$ cat config.mk
export PLATFORM = sky130hd
export DESIGN_NAME = arm_instruction_classifier
export DESIGN_NICKNAME = d
export VERILOG_FILES = /design/src/rtl/core/aic_pkg.sv /design/src/rtl/core/aic_decode.sv /design/src/rtl/core/arm_instruction_classifier.sv
export SDC_FILE = /design/constraint.sdc
export NUM_CORES = 1
export LEC_CHECK = 0
export ABC_AREA = 1
export BUFFER_PORTS_ARGS = -buffer_cell sky130_fd_sc_hd__buf_2
export CORE_MARGIN = 1
export CORE_UTILIZATION = 45
export DETAILED_ROUTE_END_ITERATION = 10
export PLACE_DENSITY = 0.75
export SKIP_CTS_REPAIR_TIMING = 1
export SLEW_MARGIN = 15
export SYNTH_ARGS = -nofsm -noshare
export SYNTH_HDL_FRONTEND = slang
export SYNTH_SLANG_ARGS = --single-unit
$ cat constraint.sdc
create_clock -name aclk -period 9.6 [get_ports aclk]
set_input_delay 1.44 -clock aclk [delete_from_list [all_inputs] [get_ports aclk]]
set_output_delay 1.44 -clock aclk [all_outputs]
set_load 0.05 [all_outputs]
$ cat src/rtl/core/aic_pkg.sv
`timescale 1ns / 1ps
// Package of the instruction classifier: mnemonic codes, operand form codes,
// flag bit positions and the decoded-request record. No dependencies.
package aic_pkg;

    typedef logic [5:0] mnem_t;
    typedef logic [2:0] form_t;

    localparam mnem_t MN_UNDEF = 6'd0;
    localparam mnem_t MN_BLX   = 6'd1;
    localparam mnem_t MN_BX    = 6'd2;
    localparam mnem_t MN_MUL   = 6'd3;
    localparam mnem_t MN_MLA   = 6'd4;
    localparam mnem_t MN_UMULL = 6'd5;
    localparam mnem_t MN_BKPT  = 6'd9;
    localparam mnem_t MN_SWP   = 6'd10;
    localparam mnem_t MN_LDRH0 = 6'd10; // base: ldrh/ldrsb/ldrsh = base + kind
    localparam mnem_t MN_STRH  = 6'd14;
    localparam mnem_t MN_LDRD  = 6'd15;
    localparam mnem_t MN_STRD  = 6'd16;
    localparam mnem_t MN_MRS   = 6'd17;
    localparam mnem_t MN_MSR   = 6'd18;
    localparam mnem_t MN_AND   = 6'd19; // data processing = and + opcode
    localparam mnem_t MN_LDR   = 6'd35;
    localparam mnem_t MN_STR   = 6'd36;
    localparam mnem_t MN_LDM   = 6'd37;
    localparam mnem_t MN_STM   = 6'd38;
    localparam mnem_t MN_B     = 6'd39;
    localparam mnem_t MN_BL    = 6'd40;
    localparam mnem_t MN_MCRR  = 6'd41;
    localparam mnem_t MN_MRRC  = 6'd42;
    localparam mnem_t MN_STC   = 6'd43;
    localparam mnem_t MN_LDC   = 6'd44;
    localparam mnem_t MN_SWI   = 6'd45;
    localparam mnem_t MN_MCR   = 6'd46;
    localparam mnem_t MN_MRC   = 6'd47;
    localparam mnem_t MN_CDP   = 6'd48;

    localparam form_t FORM_NONE  = 3'd0;
    localparam form_t FORM_IMM   = 3'd1;
    localparam form_t FORM_REG   = 3'd2;
    localparam form_t FORM_SHIMM = 3'd3;
    localparam form_t FORM_SHREG = 3'd4;
    localparam form_t FORM_RRX   = 3'd5;

    localparam logic [1:0] SH_LSL = 2'd0;
    localparam logic [1:0] SH_ROR = 2'd3;

    localparam int unsigned FB_S   = 0;
    localparam int unsigned FB_BL  = 1;
    localparam int unsigned FB_T   = 2;
    localparam int unsigned FB_W   = 3;
    localparam int unsigned FB_P   = 4;
    localparam int unsigned FB_U   = 5;
    localparam int unsigned FB_PSR = 6;
    localparam int unsigned FB_MF  = 7;
    localparam int unsigned FB_MS  = 8;
    localparam int unsigned FB_MX  = 9;
    localparam int unsigned FB_MC  = 10;

    localparam logic [31:0] PC_AHEAD = 32'd8;

    typedef struct packed {
        logic [31:0] tgt;
        logic [31:0] val;
        logic [5:0]  amt;
        logic [1:0]  kind;
        form_t       form;
        logic [3:0]  rs;
        logic [3:0]  rm;
        logic [3:0]  rn;
        logic [3:0]  rd;
        logic [10:0] flags;
        logic [3:0]  cond;
        mnem_t       mn;
    } dec_t;

endpackage

$ cat src/rtl/core/aic_decode.sv
`timescale 1ns / 1ps
// Combinational decode of one instruction word and its address into a dec_t.
// Depends on aic_pkg.
module aic_decode (
    input  logic [31:0]  instr_addr,
    input  logic [31:0]  instr_word,
    output aic_pkg::dec_t dec
);

    function automatic aic_pkg::dec_t shift_imm(input aic_pkg::dec_t din,
                                                input logic [31:0] w);
        aic_pkg::dec_t d;
        d = din;
        d.rm   = w[3:0];
        d.kind = w[6:5];
        if (w[11:7] != 5'd0) begin
            d.form = aic_pkg::FORM_SHIMM;
            d.amt  = {1'b0, w[11:7]};
        end else if (w[6:5] == aic_pkg::SH_LSL) begin
            d.form = aic_pkg::FORM_REG;
        end else if (w[6:5] == aic_pkg::SH_ROR) begin
            d.form = aic_pkg::FORM_RRX;
        end else begin
            d.form = aic_pkg::FORM_SHIMM;
            d.amt  = 6'd32;
        end
        return d;
    endfunction

    function automatic aic_pkg::dec_t shifter(input aic_pkg::dec_t din,
                                              input logic [31:0] w);
        aic_pkg::dec_t d;
        logic [63:0]   dbl;
        d   = din;
        dbl = {24'd0, w[7:0], 24'd0, w[7:0]} >> {w[11:8], 1'b0};
        if (w[25]) begin
            d.form = aic_pkg::FORM_IMM;
            d.val  = dbl[31:0];
        end else if (w[4]) begin
            d.form = aic_pkg::FORM_SHREG;
            d.rm   = w[3:0];
            d.kind = w[6:5];
            d.rs   = w[11:8];
        end else begin
            d = shift_imm(d, w);
        end
        return d;
    endfunction

    logic [31:0] w;
    logic [31:0] pc8;
    logic [31:0] boff;
    logic        load;
    logic        cmp;
    logic        undef;
    aic_pkg::dec_t d;

    assign w    = instr_word;
    assign pc8  = instr_addr + aic_pkg::PC_AHEAD;
    assign boff = {{6{w[23]}}, w[23:0], 2'b00};
    assign load = w[20];
    assign cmp  = (w[24:23] == 2'b10);

    always_comb begin
        d     = '0;
        undef = 1'b0;
        if (w[31:28] == 4'hf) begin
            if (w[27:25] == 3'b101) begin
                d.mn  = aic_pkg::MN_BLX;
                d.tgt = pc8 + boff + {30'd0, w[24], 1'b0};
            end else begin
                undef = 1'b1;
            end
        end else if (w[27:4] == 24'h12fff1) begin
            d.mn   = aic_pkg::MN_BX;
            d.rm   = w[3:0];
            d.form = aic_pkg::FORM_REG;
        end else if (w[27:22] == 6'd0 && w[7:4] == 4'h9) begin
            d.mn        = w[21] ? aic_pkg::MN_MLA : aic_pkg::MN_MUL;
            d.flags[aic_pkg::FB_S] = load;
            d.rd        = w[19:16];
            d.rn        = w[21] ? w[15:12] : 4'd0;
            d.rm        = w[3:0];
            d.rs        = w[11:8];
        end else if (w[27:23] == 5'b00001 && w[7:4] == 4'h9) begin
            d.mn = aic_pkg::MN_UMULL + {4'd0, w[22:21]};
            d.flags[aic_pkg::FB_S] = load;
            d.rd = w[15:12];
            d.rn = w[19:16];
            d.rm = w[3:0];
            d.rs = w[11:8];
        end else if (w[31:20] == 12'he12 && w[7:4] == 4'h7) begin
            d.mn  = aic_pkg::MN_BKPT;
            d.val = {16'd0, w[19:8], w[3:0]};
        end else if (w[27:23] == 5'b00010 && w[21:20] == 2'b00 && w[11:4] == 8'h09) begin
            d.mn = aic_pkg::MN_SWP;
            d.flags[aic_pkg::FB_BL] = w[22];
            d.rd = w[15:12];
            d.rm = w[3:0];
            d.rn = w[19:16];
        end else if (w[27:25] == 3'b000 && w[7] && w[4] && w[6:5] != 2'b00) begin
            if (load) begin
                d.mn = aic_pkg::MN_LDRH0 + {4'd0, w[6:5]};
            end else if (w[6:5] == 2'b01) begin
                d.mn = aic_pkg::MN_STRH;
            end else begin
                // doubleword pair must start on an even register below r14
                undef = w[12] || (w[15:12] == 4'he);
                d.mn  = (w[6:5] == 2'b10) ? aic_pkg::MN_LDRD : aic_pkg::MN_STRD;
            end
            d.rd = w[15:12];
            d.rn = w[19:16];
            d.flags[aic_pkg::FB_P] = w[24];
            d.flags[aic_pkg::FB_U] = w[23];
            d.flags[aic_pkg::FB_W] = w[24] & w[21];
            if (w[22]) begin
                d.form = aic_pkg::FORM_IMM;
                d.val  = {24'd0, w[11:8], w[3:0]};
            end else begin
                d.form = aic_pkg::FORM_REG;
                d.rm   = w[3:0];
            end
        end else if (w[27:23] == 5'b00010 && w[21:16] == 6'b001111 && w[11:0] == 12'd0) begin
            d.mn = aic_pkg::MN_MRS;
            d.rd = w[15:12];
            d.flags[aic_pkg::FB_PSR] = w[22];
        end else if (w[27:26] == 2'b00 && w[24:23] == 2'b10 && w[21:20] == 2'b10
                     && w[15:12] == 4'hf) begin
            d.mn = aic_pkg::MN_MSR;
            d.flags[aic_pkg::FB_PSR] = w[22];
            d.flags[aic_pkg::FB_MF]  = w[19];
            d.flags[aic_pkg::FB_MS]  = w[18];
            d.flags[aic_pkg::FB_MX]  = w[17];
            d.flags[aic_pkg::FB_MC]  = w[16];
            d = shifter(d, w);
        end else begin
            case (w[27:25])
                3'b000, 3'b001: begin
                    // compares without S are undefined
                    undef = cmp && !load;
                    d.mn  = aic_pkg::MN_AND + {2'd0, w[24:21]};
                    d.flags[aic_pkg::FB_S] = load;
                    if (!cmp) begin
                        d.rd = w[15:12];
                    end
                    if (w[24:21] != 4'd13 && w[24:21] != 4'd15) begin
                        d.rn = w[19:16];
                    end
                    d = shifter(d, w);
                end
                3'b010, 3'b011: begin
                    undef = w[25] && w[4];
                    d.mn  = load ? aic_pkg::MN_LDR : aic_pkg::MN_STR;
                    d.flags[aic_pkg::FB_P]  = w[24];
                    d.flags[aic_pkg::FB_U]  = w[23];
                    d.flags[aic_pkg::FB_W]  = w[24] & w[21];
                    d.flags[aic_pkg::FB_BL] = w[22];
                    d.flags[aic_pkg::FB_T]  = !w[24] & w[21];
                    d.rd = w[15:12];
                    d.rn = w[19:16];
                    if (w[25]) begin
                        d = shift_imm(d, w);
                    end else begin
                        d.form = aic_pkg::FORM_IMM;
                        d.val  = {20'd0, w[11:0]};
                        // literal-pool address for pre-indexed pc base
                        if (w[19:16] == 4'hf && w[24]) begin
                            d.tgt = w[23] ? pc8 + {20'd0, w[11:0]}
                                          : pc8 - {20'd0, w[11:0]};
                        end
                    end
                end
                3'b100: begin
                    undef = (w[15:0] == 16'd0);
                    d.mn  = load ? aic_pkg::MN_LDM : aic_pkg::MN_STM;
                    d.rn  = w[19:16];
                    d.val = {16'd0, w[15:0]};
                    d.flags[aic_pkg::FB_P]   = w[24];
                    d.flags[aic_pkg::FB_U]   = w[23];
                    d.flags[aic_pkg::FB_W]   = w[21];
                    d.flags[aic_pkg::FB_PSR] = w[22];
                end
                3'b101: begin
                    d.mn  = w[24] ? aic_pkg::MN_BL : aic_pkg::MN_B;
                    d.tgt = pc8 + boff;
                end
                3'b110: begin
                    d.rs = w[11:8];
                    if (w[24:21] == 4'b0010) begin
                        d.mn  = load ? aic_pkg::MN_MRRC : aic_pkg::MN_MCRR;
                        d.val = {28'd0, w[7:4]};
                        d.rd  = w[15:12];
                        d.rn  = w[19:16];
                        d.rm  = w[3:0];
                    end else begin
                        d.mn = load ? aic_pkg::MN_LDC : aic_pkg::MN_STC;
                        d.flags[aic_pkg::FB_P]  = w[24];
                        d.flags[aic_pkg::FB_U]  = w[23];
                        d.flags[aic_pkg::FB_W]  = w[24] & w[21];
                        d.flags[aic_pkg::FB_BL] = w[22];
                        d.rd   = w[15:12];
                        d.rn   = w[19:16];
                        d.form = aic_pkg::FORM_IMM;
                        d.val  = {22'd0, w[7:0], 2'b00};
                    end
                end
                default: begin
                    if (w[24]) begin
                        d.mn  = aic_pkg::MN_SWI;
                        d.val = {8'd0, w[23:0]};
                    end else begin
                        d.rs = w[11:8];
                        d.rn = w[19:16];
                        d.rm = w[3:0];
                        d.rd = w[15:12];
                        if (w[4]) begin
                            d.mn  = load ? aic_pkg::MN_MRC : aic_pkg::MN_MCR;
                            d.val = {25'd0, w[23:21], 1'b0, w[7:5]};
                        end else begin
                            d.mn  = aic_pkg::MN_CDP;
                            d.val = {24'd0, w[23:20], 1'b0, w[7:5]};
                        end
                    end
                end
            endcase
        end
        if (undef) begin
            d = '0;
        end
        d.cond = w[31:28];
    end

    assign dec = d;

endmodule

$ cat src/rtl/core/arm_instruction_classifier.sv
`timescale 1ns / 1ps
// Top level of the instruction classifier: input register, decode, result
// register. Depends on aic_pkg and aic_decode.
//
//  channel | ports          | tdata bits | fields (lowest bit up)
//  --------+----------------+------------+----------------------------------
//  input   | s_tvalid/ready | 64         | instr_addr[31:0] instr_word[63:32]
//  result  | m_tvalid/ready | 112        | mnemonic condition flag_bits ...
//
// One request per cycle sustained while m_tready is high; each request passes
// from its acceptance to its result through the input register, then the result register.
// The decode is a single pass of combinational logic between the two.
// aresetn (synchronous, active low) clears only the valid bits; no clearing
// pass. A stalled result holds in the result register while the input
// register still takes one more request.
module arm_instruction_classifier (
    input  logic         aclk,
    input  logic         aresetn,
    input  logic         s_tvalid,
    output logic         s_tready,
    // [31:0] instr_addr, [63:32] instr_word
    input  logic [63:0]  s_tdata,
    output logic         m_tvalid,
    input  logic         m_tready,
    // [5:0] mnemonic, [9:6] condition, [20:10] flag_bits, [24:21] reg_dest,
    // [28:25] reg_base, [32:29] reg_second, [36:33] reg_shift_or_cp,
    // [39:37] operand_form, [41:40] shift_kind, [47:42] shift_amount,
    // [79:48] operand_value, [111:80] target_addr
    output logic [111:0] m_tdata
);

    logic          in_valid_reg;
    logic          in_valid_next;
    logic [31:0]   addr_reg;
    logic [31:0]   word_reg;
    logic          out_valid_reg;
    logic          out_valid_next;
    aic_pkg::dec_t res_reg;
    aic_pkg::dec_t dec;
    logic          out_free;
    logic          in_free;
    logic          s_take;
    logic          advance;

    // result slot frees when empty or being drained this cycle
    assign out_free = !out_valid_reg || m_tready;
    // input slot frees when empty or moving into the result slot
    assign in_free  = !in_valid_reg || out_free;
    assign s_tready = in_free;
    assign s_take   = s_tvalid && in_free;
    assign advance  = in_valid_reg && out_free;

    always_comb begin
        in_valid_next  = in_valid_reg;
        out_valid_next = out_valid_reg;
        if (in_free) begin
            in_valid_next = s_tvalid;
        end
        if (out_free) begin
            out_valid_next = in_valid_reg;
        end
    end

    aic_decode u_decode (
        .instr_addr (addr_reg),
        .instr_word (word_reg),
        .dec        (dec)
    );

    always_ff @(posedge aclk) begin
        if (!aresetn) begin
            in_valid_reg  <= 1'b0;
            out_valid_reg <= 1'b0;
        end else begin
            in_valid_reg  <= in_valid_next;
            out_valid_reg <= out_valid_next;
        end
    end

    // payload: input registers load on acceptance, result register on advance; hold otherwise
    always_ff @(posedge aclk) begin
        if (s_take) begin
            addr_reg <= s_tdata[31:0];
            word_reg <= s_tdata[63:32];
        end
        if (advance) begin
            res_reg <= dec;
        end
    end

    assign m_tvalid = out_valid_reg;
    assign m_tdata  = {res_reg.tgt, res_reg.val, res_reg.amt, res_reg.kind,
                       res_reg.form, res_reg.rs, res_reg.rm, res_reg.rn,
                       res_reg.rd, res_reg.flags, res_reg.cond, res_reg.mn};

endmodule
After elaboration in Yosys (flattened, before gate mapping)
Cells that the tools add are included.

cells by class
  add/subtract/negate cells = 8
  equal/unequal tests = 26
  shift-type cells = 1
  multiplexer cells = 144
  bitwise operators = 2
  reductions and logical operators = 47

operator list
  kind                   count
  $mux 112               9
  $mux 79                6
  $mux 32                9
  $mux 87                3
  $pmux 32 s5            1
  $mux 75                2
  $mux 6                 17
  $pmux 32 s3            1
  $mux 10                8
  $mux 37                2
  $mux 72                1
  $mux 16                4
  $mux 64                1
  $mux 7                 7
  $mux 42                1
  $mux 4                 10
  $mux 8                 5
  $shr 40x5->32          1
  $mux 3                 11
  $mux 33                1
  $add 32x12->32         1
  $add 32x2->32          1
  $add 32x32->32         1
  $add 32x4->32 const B  1
  other kinds (54)       124

storage, ports and cells
  register bits after elaboration = 178
  logic and storage cells = 250

Logic depth before layout (Yosys ltp)
Gate-level depths: netlist (run 1).

  word-level depth = 36
  mapped depth = 28
  depth with buffers taken out = 28

Modules after synthesis
From an unflattened synthesis (run 1), not the netlist that was laid out.

unflattened totals
  cells, all modules = 2060
  area total of the unflattened synthesis = 14645.3 µm²

modules (own cells, without submodules)
  module                      instances  cells an instance  area each (µm²)  sequential area each (µm²)
  aic_decode                  1          1871               9265.1           0.0
  arm_instruction_classifier  1          189                5380.2           5325.1

Worst setup path before layout (run 1)
No wires, ideal clock.

  path type = input-to-reg
  start point = input m_tready
  end point = register res_reg, in the netlist m_tdata[0], enable pin
  arrival = 6.878 ns
  required time = 8.981 ns
  setup slack = 2.103 ns
  stages on the path = 2
  buffers on the path = 0
  path through = inv_1 -> a21oi_1

on the way
  longest elaborated chain between the ends = 2

ends and longest elaborated chain
  element                 line                              source
  start: declaration      arm_instruction_classifier.sv:24  input logic m_tready,
  $logic_or 1x1->1        arm_instruction_classifier.sv:46  assign out_free = !out_valid_reg || m_tready;
  $logic_and 1x1->1       arm_instruction_classifier.sv:51  assign advance = in_valid_reg && out_free;
  via advance             arm_instruction_classifier.sv:43  logic advance;
  end signal: assignment  arm_instruction_classifier.sv:87  res_reg <= dec;
  end: declaration        arm_instruction_classifier.sv:38  aic_pkg::dec_t res_reg;

The timed path passes the listed nets, and every way through them passes these cells.
A chain may end at the register's enable or synchronous reset.

Final worst setup path (run 1)
  start point = register addr_reg[3]
  end point = register res_reg, in the netlist m_tdata[105], data pin

on the way
  longest elaborated chain between the ends = 30
  elaborated cells between the ends (all ways) = 34
  those cells by class = add/sub (5); mux (29)

ends and longest elaborated chain
  element                                           line                                  source
  start: declaration                                arm_instruction_classifier.sv:34      logic [31:0] addr_reg;
  start signal: assignment                          arm_instruction_classifier.sv:83      addr_reg <= s_tdata[31:0];
  $add 32x4->32 *                                   aic_decode.sv:59                      assign pc8 = instr_addr + aic_pkg::PC_AHEAD;
  $sub 32x12->32 or $add 32x12->32 (tied branches)  aic_decode.sv:169, aic_decode.sv:168
  $mux 32                                           aic_decode.sv:168                     d.tgt = w[23] ? pc8 + {20'd0, w[11:0]}
  $mux 32                                           aic_decode.sv:167                     if (w[19:16] == 4'hf && w[24]) begin
  $mux 64                                           aic_decode.sv:161                     if (w[25]) begin
  $pmux 32 s3                                       aic_decode.sv:137                     case (w[27:25])
  $mux 112                                          aic_decode.sv:127                     end else if (w[27:26] == 2'b00 && w[24:23] == 2'b10 && w[21:20] == 2'b10
  $mux 112                                          aic_decode.sv:123                     end else if (w[27:23] == 5'b00010 && w[21:16] == 6'b001111 && w[11:0] == 12'd0) begin
  [14 not listed]                                   -
  $mux 79                                           aic_decode.sv:78                      end else if (w[27:22] == 6'd0 && w[7:4] == 4'h9) begin
  $mux 79                                           aic_decode.sv:74                      end else if (w[27:4] == 24'h12fff1) begin
  $mux 79                                           aic_decode.sv:67                      if (w[31:28] == 4'hf) begin
  $mux 32                                           aic_decode.sv:92                      end else if (w[31:20] == 12'he12 && w[7:4] == 4'h7) begin
  $mux 75                                           aic_decode.sv:85                      end else if (w[27:23] == 5'b00001 && w[7:4] == 4'h9) begin
  $mux 75                                           aic_decode.sv:78
  $mux 72                                           aic_decode.sv:74
  $mux 32 *                                         aic_decode.sv:67

Mark *: on every way between the ends. The rest lies on a longest branch, timed or not. The select of a mux whose other input is x is not followed.

==> metrics.md, run 1 <==
| Metric | Value |
|---|---|
| Sequential area share after synthesis | `0.3624` |
| Final min period | `just under 5 ns` |
| Crit path top cell by count | `nand3_1` |
| CP peak stage delay | `0.57 ns` |
| Vias in the first global route | `~14000` |
| CP Data Required Time | `between 9 and 10 ns` |
| Pwr per Cell Area | `142.4 nW/µm²` |
| Die H | `182.7 µm` |
| Ys Warns | `0` |
| Antenna Nets Post-Route | `0` |
| Slowest stage cell, crit path | `edfxtp_1` |
| Number of synthesized flops with an enable pin | `around 180` |
| Global-route wire length before repair | `roughly 81000 µm` |
| Type of the most critical hold path | `reg -> reg` |
| Routability cong. | `just under 1` |
| Syn_area_per_cell | `7.143 µm²` |
| Initial drt markers | `roughly 1600` |
| Area Growth Syn to Fin | `13.22%` |
| Die area | `33380 µm²` |
| DR DRC count | `0` |
| Vias per cell | `5.682` |
| Post-synthesis register bit count | `~180` |
| Maximum vdd drop | `between 150 and 200 µV` |
| CTS clk-pin slew, worst paths | `~0.08 ns` |
| Setup TNS | `0 ns` |
| Worst skew pair latency | `0.48 ns` |
| Max-slew violation count | `0` |
| N_diodes | `0` |
| Root Buffer | `clkbuf_16` |
| FF/Latch Area | `approximately 5300 µm²` |
| Critical-path maximum fanout | `6` |
| I/O Pins | `approximately 180` |
| All-Layer GR Usage | `0.3267` |
| Final-report setup violation count | `0` |
| Initial Util | `0.4620` |
| H-Tree Depth | `4` |
| Syn Inst Count | `between 2000 and 2500` |
| # rows | `65` |
| MaxCap Viol Count | `0` |
| Post-DP HPWL | `42590 µm` |
| Crit end category | `flip-flop` |
| Worst EP arrival | `5.09 ns` |
| Nets@finish | `roughly 2400` |
| Type of the worst setup path | `reg -> reg` |
| Top FF cell, synth | `edfxtp_1` |
| CTS Buf Count | `17` |
| Share of cells above drive strength 1 | `0.1398` |
| Tcrit/Tclk final | `0.5056` |
| F_max | `a little over 0.2 GHz` |
| Worst Max-Slew Pin Slew | `between 1 and 1.5 ns` |
| Initial antenna violation count | `1` |
| Largest register FFs | `112` |
| RSZ-0062 raised after global routing | `false` |
| Leakage | `between 7 and 8 nW` |
| Vias after detailed routing | `approximately 15000` |
| Worst Skew | `0.02340 ns` |
| Die X | `approximately 180 µm` |
| Fillers | `3145` |
| Synthesized cell area | `14690 µm²` |
| Port-buffer cells | `roughly 180` |
| Synth unique cells | `slightly below 60` |
| Final Hold Fails | `0` |
| Multi-input logic area | `~8100 µm²` |
| Clock tree buffer depth | `2` |
| Crit path launch type | `flip-flop` |
| Total congestion overflow | `0` |
| Asr flop ratio synth | `0` |
| Clock sink count | `178` |
| Final WL | `54180 µm` |
| First-pass iteration count of the detailed router | `6` |
| Rel. slew slack | `0.2132` |
| Outcome | `finished, final reports clean` |
| Fin Hold WS | `about 0.44 ns` |
| Routed WL per cell | `between 20 and 25 µm` |
| Syn Nets | `2201` |
| CTS tree | `built` |
| Largest net degree at the start of global routing | `75` |
| Core area | `roughly 32000 µm²` |
==> layout make-up <==
cell class / instances / share of cell area
timing repair buffer: 193 / 0.05987
clock buffer: 17 / 0.02557
tap: 435 / 0.03272
clock inverter: 14 / 0.01030
inverter: 298 / 0.06724
sequential: 178 / 0.3201
multi-input combinational: 1539 / 0.4842
==> cell families after synthesis <==
logic type	share of synthesized area
flip-flops	0.3624
adder cells (fa/ha/maj)	0.06574
AND/OR/NAND/NOR	0.3215
buffers and inverters	0.09018
XOR/XNOR	0.02921
AO/OA/AOI/OAI	0.1310
==> cell usage after synthesis (3+ instances only) <==
master / number / area, µm²
nand3b_1: 3 / 22.52
nor3_2: 5 / 50.05
buf_6: 3 / 33.78
a32o_1: 3 / 30.03
o21ai_1: 12 / 60.06
nand4_1: 26 / 162.7
a31oi_1: 10 / 62.56
a22oi_1: 10 / 75.07
a21oi_1: 117 / 585.6
a211oi_1: 5 / 37.54
nand2_1: 564 / 2117
o32ai_1: 4 / 35.03
o211ai_1: 7 / 52.55
nor2_2: 26 / 162.7
nor4_1: 16 / 100.1
inv_2: 15 / 56.30
edfxtp_1: 176 / 5285
nor2_4: 3 / 33.78
ha_1: 74 / 925.9
and2_1: 5 / 31.28
buf_1: 3 / 11.26
o31ai_1: 9 / 67.56
o2111ai_1: 5 / 43.79
inv_1: 278 / 1044
clkinv_1: 5 / 18.77
nand3_1: 144 / 720.7
or2_2: 5 / 31.28
buf_4: 3 / 22.52
nand3_2: 5 / 50.05
buf_2: 12 / 60.06
o21bai_1: 7 / 52.55
o21ai_0: 96 / 480.5
a221oi_1: 4 / 35.03
nand2_2: 17 / 106.4
o22ai_1: 32 / 200.2
clkbuf_1: 21 / 78.83
nor2_1: 215 / 807.0
nor3_1: 32 / 160.2
xor2_1: 30 / 262.8
xnor2_1: 19 / 166.4
==> cells in the final DEF, fill, tap and decap left out, types with 16 or more instances in the layout <==
cell and n:
o22ai_1 32, inv_2 16, nor2_1 215, nand2_2 17, xnor2_1 19, xor2_1 30, inv_1 277, nor3_1 32
nand2_1 564, a21oi_1 116, edfxtp_1 176, o21ai_0 96, nor2_2 26, buf_2 181, nand4_1 26, ha_1 74
nor4_1 16, nand3_1 144, clkbuf_16 17
==> worst paths after layout <==
path,startpoint,to,slack [ns],cells past startpoint
max reg2reg,addr_reg[3]$_DFFE_PP_,m_tdata[105]$_SDFFCE_PP0P_,4.75,26
min reg2reg,word_reg[30]$_DFFE_PP_,m_tdata[8]$_DFFE_PP_,0.44,0
max,addr_reg[3]$_DFFE_PP_,m_tdata[105]$_SDFFCE_PP0P_,4.75,26
min,word_reg[30]$_DFFE_PP_,m_tdata[8]$_DFFE_PP_,0.44,0
==> through the flow <==
stage | instance area [µm²] | setup WS, ns | power (W) | std cells | utilization
after global placement | 16040 | 4.885 | 0.001658 | 2643 | 0.5043
after detailed placement | 16040 | 4.873 | 0.001665 | 2643 | 0.5043
final | 16630 | 4.747 | 0.002369 | 2674 | 0.5231
after CTS | 16630 | 4.867 | 0.002362 | 2674 | 0.5231
after global routing | 16630 | 4.297 | 0.002474 | 2674 | 0.5231
after floorplan | 14690 | 2.103 | 0.001454 | 2057 | -
==> layer usage <==
metal | share of wire | global-route usage
met5 | 0 | 0
met4 | 0.025 | 0.1042
met3 | 0.11 | 0.06985
met2 | 0.41 | 0.4605
met1 | 0.46 | 0.4913
==> power by group <==
part | total (W) | switching, W | internal, W
registers | 0.000942 | 0.0000412 | 0.000901
logic | 0.000729 | 0.000530 | 0.000199
clock network | 0.000698 | 0.000349 | 0.000349
==> critical path: cells and delay by family (launching register included) <==
kind	cells	cell delay [ns]
buffers and inverters	4	0.41
and+or+nand+nor	19	2.80
xor gates and xnor gates	1	0.17
DFF	1	0.57
adders and majority gates	2	0.68
Power figures use the tool's default switching activity.
==> run 2: changes to the inputs <==
- clock period: 9.6 -> 4.7 ns (I/O delays scaled with it)
==> run 2 against run 1 <==
Combinational power up 110%. Clock-buffer cell count unchanged. Non-clock buffer count up 36. Total power up 110%. Die area unchanged. Sequential share of layout area down 0.70 points. Via count up 0.57%. Wire length up 0.60%. Cell count up 1.4%. Largest power group unchanged. Highest routed layer unchanged.
==> metrics.md, run 2 (same netlist as run 1, synthesis figures left out) <==
| Metric | Value |
|---|---|
| Outcome | `finished, final reports clean` |
| Crit end category | `flip-flop` |
| Final-report setup violation count | `0` |
| Post-DP HPWL | `approximately 43000 µm` |
| Dpl cells | `between 2000 and 3000` |
| Routed WL per cell | `approximately 20 µm` |
| Root Buffer | `clkbuf_16` |
| Reg2reg end | `m_tdata[111]$_SDFFCE_PP0P_` |
| Type of the most critical hold path | `in -> reg` |
| F_max | `0.2315 GHz` |
| Nets@finish | `between 2000 and 2500` |
| Max-slew violation count | `0` |
| Final min period | `~4.3 ns` |
| Final Hold Fails | `0` |
| Worst Reg-to-Reg Cells | `25` |
| Die area | `33380 µm²` |
| Worst Skew | `between 0.02 and 0.025 ns` |
| Global-route wire length before repair | `slightly above 80000 µm` |
| Leakage | `just under 8 nW` |
| Commonest non-fill, non-tap cell in the layout | `nand2_1` |
| Multi-input logic area | `a little over 8000 µm²` |
| Port-buffer cells | `~180` |
| CTS clk-pin slew, worst paths | `approximately 0.08 ns` |
| Initial antenna violation count | `0` |
| Setup TNS | `0 ns` |
| N_diodes | `0` |
| Worst EP arrival | `~4.5 ns` |
| Die H | `182.7 µm` |
| DR DRC count | `0` |
| Share of cells above drive strength 1 | `0.1573` |
| Setup ws final | `roughly 0.38 ns` |
| Total chip power | `~0.0050 W` |
| Rel. slew slack | `0.2889` |
| Most frequent cells in the layout | `564 x nand2_1, 277 x inv_1, 213 x nor2_1` |
| Tcrit/Tclk final | `0.9192` |
| H-Tree Depth | `4` |
| Worst Max-Slew Pin Slew | `approximately 1.1 ns` |
| Clock sink count | `178` |
| RSZ-0062 raised after global routing | `true` |
| Crit path launch type | `flip-flop` |
| Maximum vdd drop | `between 400 and 500 µV` |
| Fillers | `around 3100` |
| Area Growth Syn to Fin | `15.75%` |
| Worst R2R Start | `addr_reg[3]$_DFFE_PP_` |
| # rows | `65` |
| Setup slack, reg-to-reg | `between 0.3 and 0.4 ns` |
| CTS Buf Count | `17` |
| Largest net degree at the start of global routing | `70` |
| Hold path cells | `1` |
| Initial Util | `0.4620` |
| FF/Latch Area | `between 5000 and 6000 µm²` |
| Hold Path End | `addr_reg[27]$_DFFE_PP_` |
| Pre-CTS WS | `~0.4 ns` |
| Pwr per Cell Area | `292.2 nW/µm²` |
| Vias in the first global route | `~14000` |
| All-Layer GR Usage | `0.3279` |
| Hold wc startpoint | `s_tdata[27]` |
| Critical-path maximum fanout | `7` |
| Die X | `182.7 µm` |
| I/O Pins | `182` |
| Worst skew pair latency | `between 0.4 and 0.5 ns` |
| MaxCap Viol Count | `0` |
| Vias after detailed routing | `15280` |
| Largest register FFs | `112` |
| First-pass iteration count of the detailed router | `6` |
| Antenna Nets Post-Route | `0` |
| Final WL | `approximately 55000 µm` |
| Routability cong. | `roughly 0.99` |
| CTS tree | `built` |
| Post-Layout Cell Count | `2711` |
| Type of the worst setup path | `reg -> reg` |
| Clock tree buffer depth | `2` |
| CP Data Required Time | `4.92 ns` |
| Core area | `between 30000 and 40000 µm²` |
| Total congestion overflow | `0` |
| Initial drt markers | `about 1800` |
| Vias per cell | `5.636` |
==> run 2: layer usage <==
| metal | global-route usage | routed length (µm) | vias to the layer above |
|---|---|---|---|
| met1 | 0.4897 | 24470 | 6998 |
| met3 | 0.04829 | 5789 | 95 |
| met5 | 0 | 0 | - |
| li1 | - | - | 7307 |
| met2 | 0.4786 | 22710 | 879 |
| met4 | 0.1133 | 1541 | 0 |
==> run 2: how the worst max path moves through the flow <==
stage                     cells past startpoint                   from                         end  slack, ns
after global routing                         26  addr_reg[3]$_DFFE_PP_  m_tdata[110]$_SDFFCE_PP0P_      -0.06
after global placement                       22  addr_reg[3]$_DFFE_PP_  m_tdata[111]$_SDFFCE_PP0P_       0.49
after floorplan                               2               m_tready    m_tdata[0]$_SDFFCE_PP0P_       0.23
after CTS                                    23  addr_reg[3]$_DFFE_PP_  m_tdata[109]$_SDFFCE_PP0P_       0.36
final                                        25  addr_reg[3]$_DFFE_PP_  m_tdata[111]$_SDFFCE_PP0P_       0.38
after detailed placement                     23  addr_reg[3]$_DFFE_PP_  m_tdata[109]$_SDFFCE_PP0P_       0.39
==> run 2: area by class of cell <==
class | count | area share
Multi-Input combinational cell | 1539 | 0.4754
Sequential cell | 178 | 0.3131
Timing Repair Buffer | 229 | 0.07519
Inverter | 298 | 0.06577
Tap cell | 435 | 0.03200
Clock buffer | 17 | 0.02501
Clock inverter | 15 | 0.01354
==> run 2: critical path: stages (launching register included) <==
cell and delay, ns:
edfxtp_1 0.43, ha_1 0.21, nand3_1 0.15, inv_1 0.11, nand3_1 0.11, nor2_1 0.17
and3_1 0.21, nand3_1 0.19, nor2_2 0.19, nand2_1 0.13, nor2_1 0.13, xnor2_1 0.12
inv_1 0.12, ha_1 0.43, nand2_1 0.16, nor3_2 0.24, and2_1 0.15, nand2_1 0.10
nand3_1 0.11, nand2_1 0.10, nor2_1 0.10, nand2_1 0.07, nor2_1 0.08, nand3_1 0.08
nand3_1 0.10, nand2_1 0.05
==> run 2: through the flow <==
stage,instance area [µm²],utilization,hold slack (ns)
finish,17010,0.5348,0.4002
global route,17010,0.5348,0.3865
CTS,16980,0.5339,0.3805
detailed placement,16320,0.5132,0.4500
global placement,16320,0.5132,0.4315
floorplan,14700,-,0.4262
==> run 2: report_power, final <==
part	total, W	internal, W	switching (W)	leakage, nW
registers	0.00190	0.00184	0.0000645	1.77
clock network	0.00153	0.000785	0.000745	0.314
logic	0.00154	0.000433	0.00110	5.86
total	0.00497	0.00306	0.00191	7.94
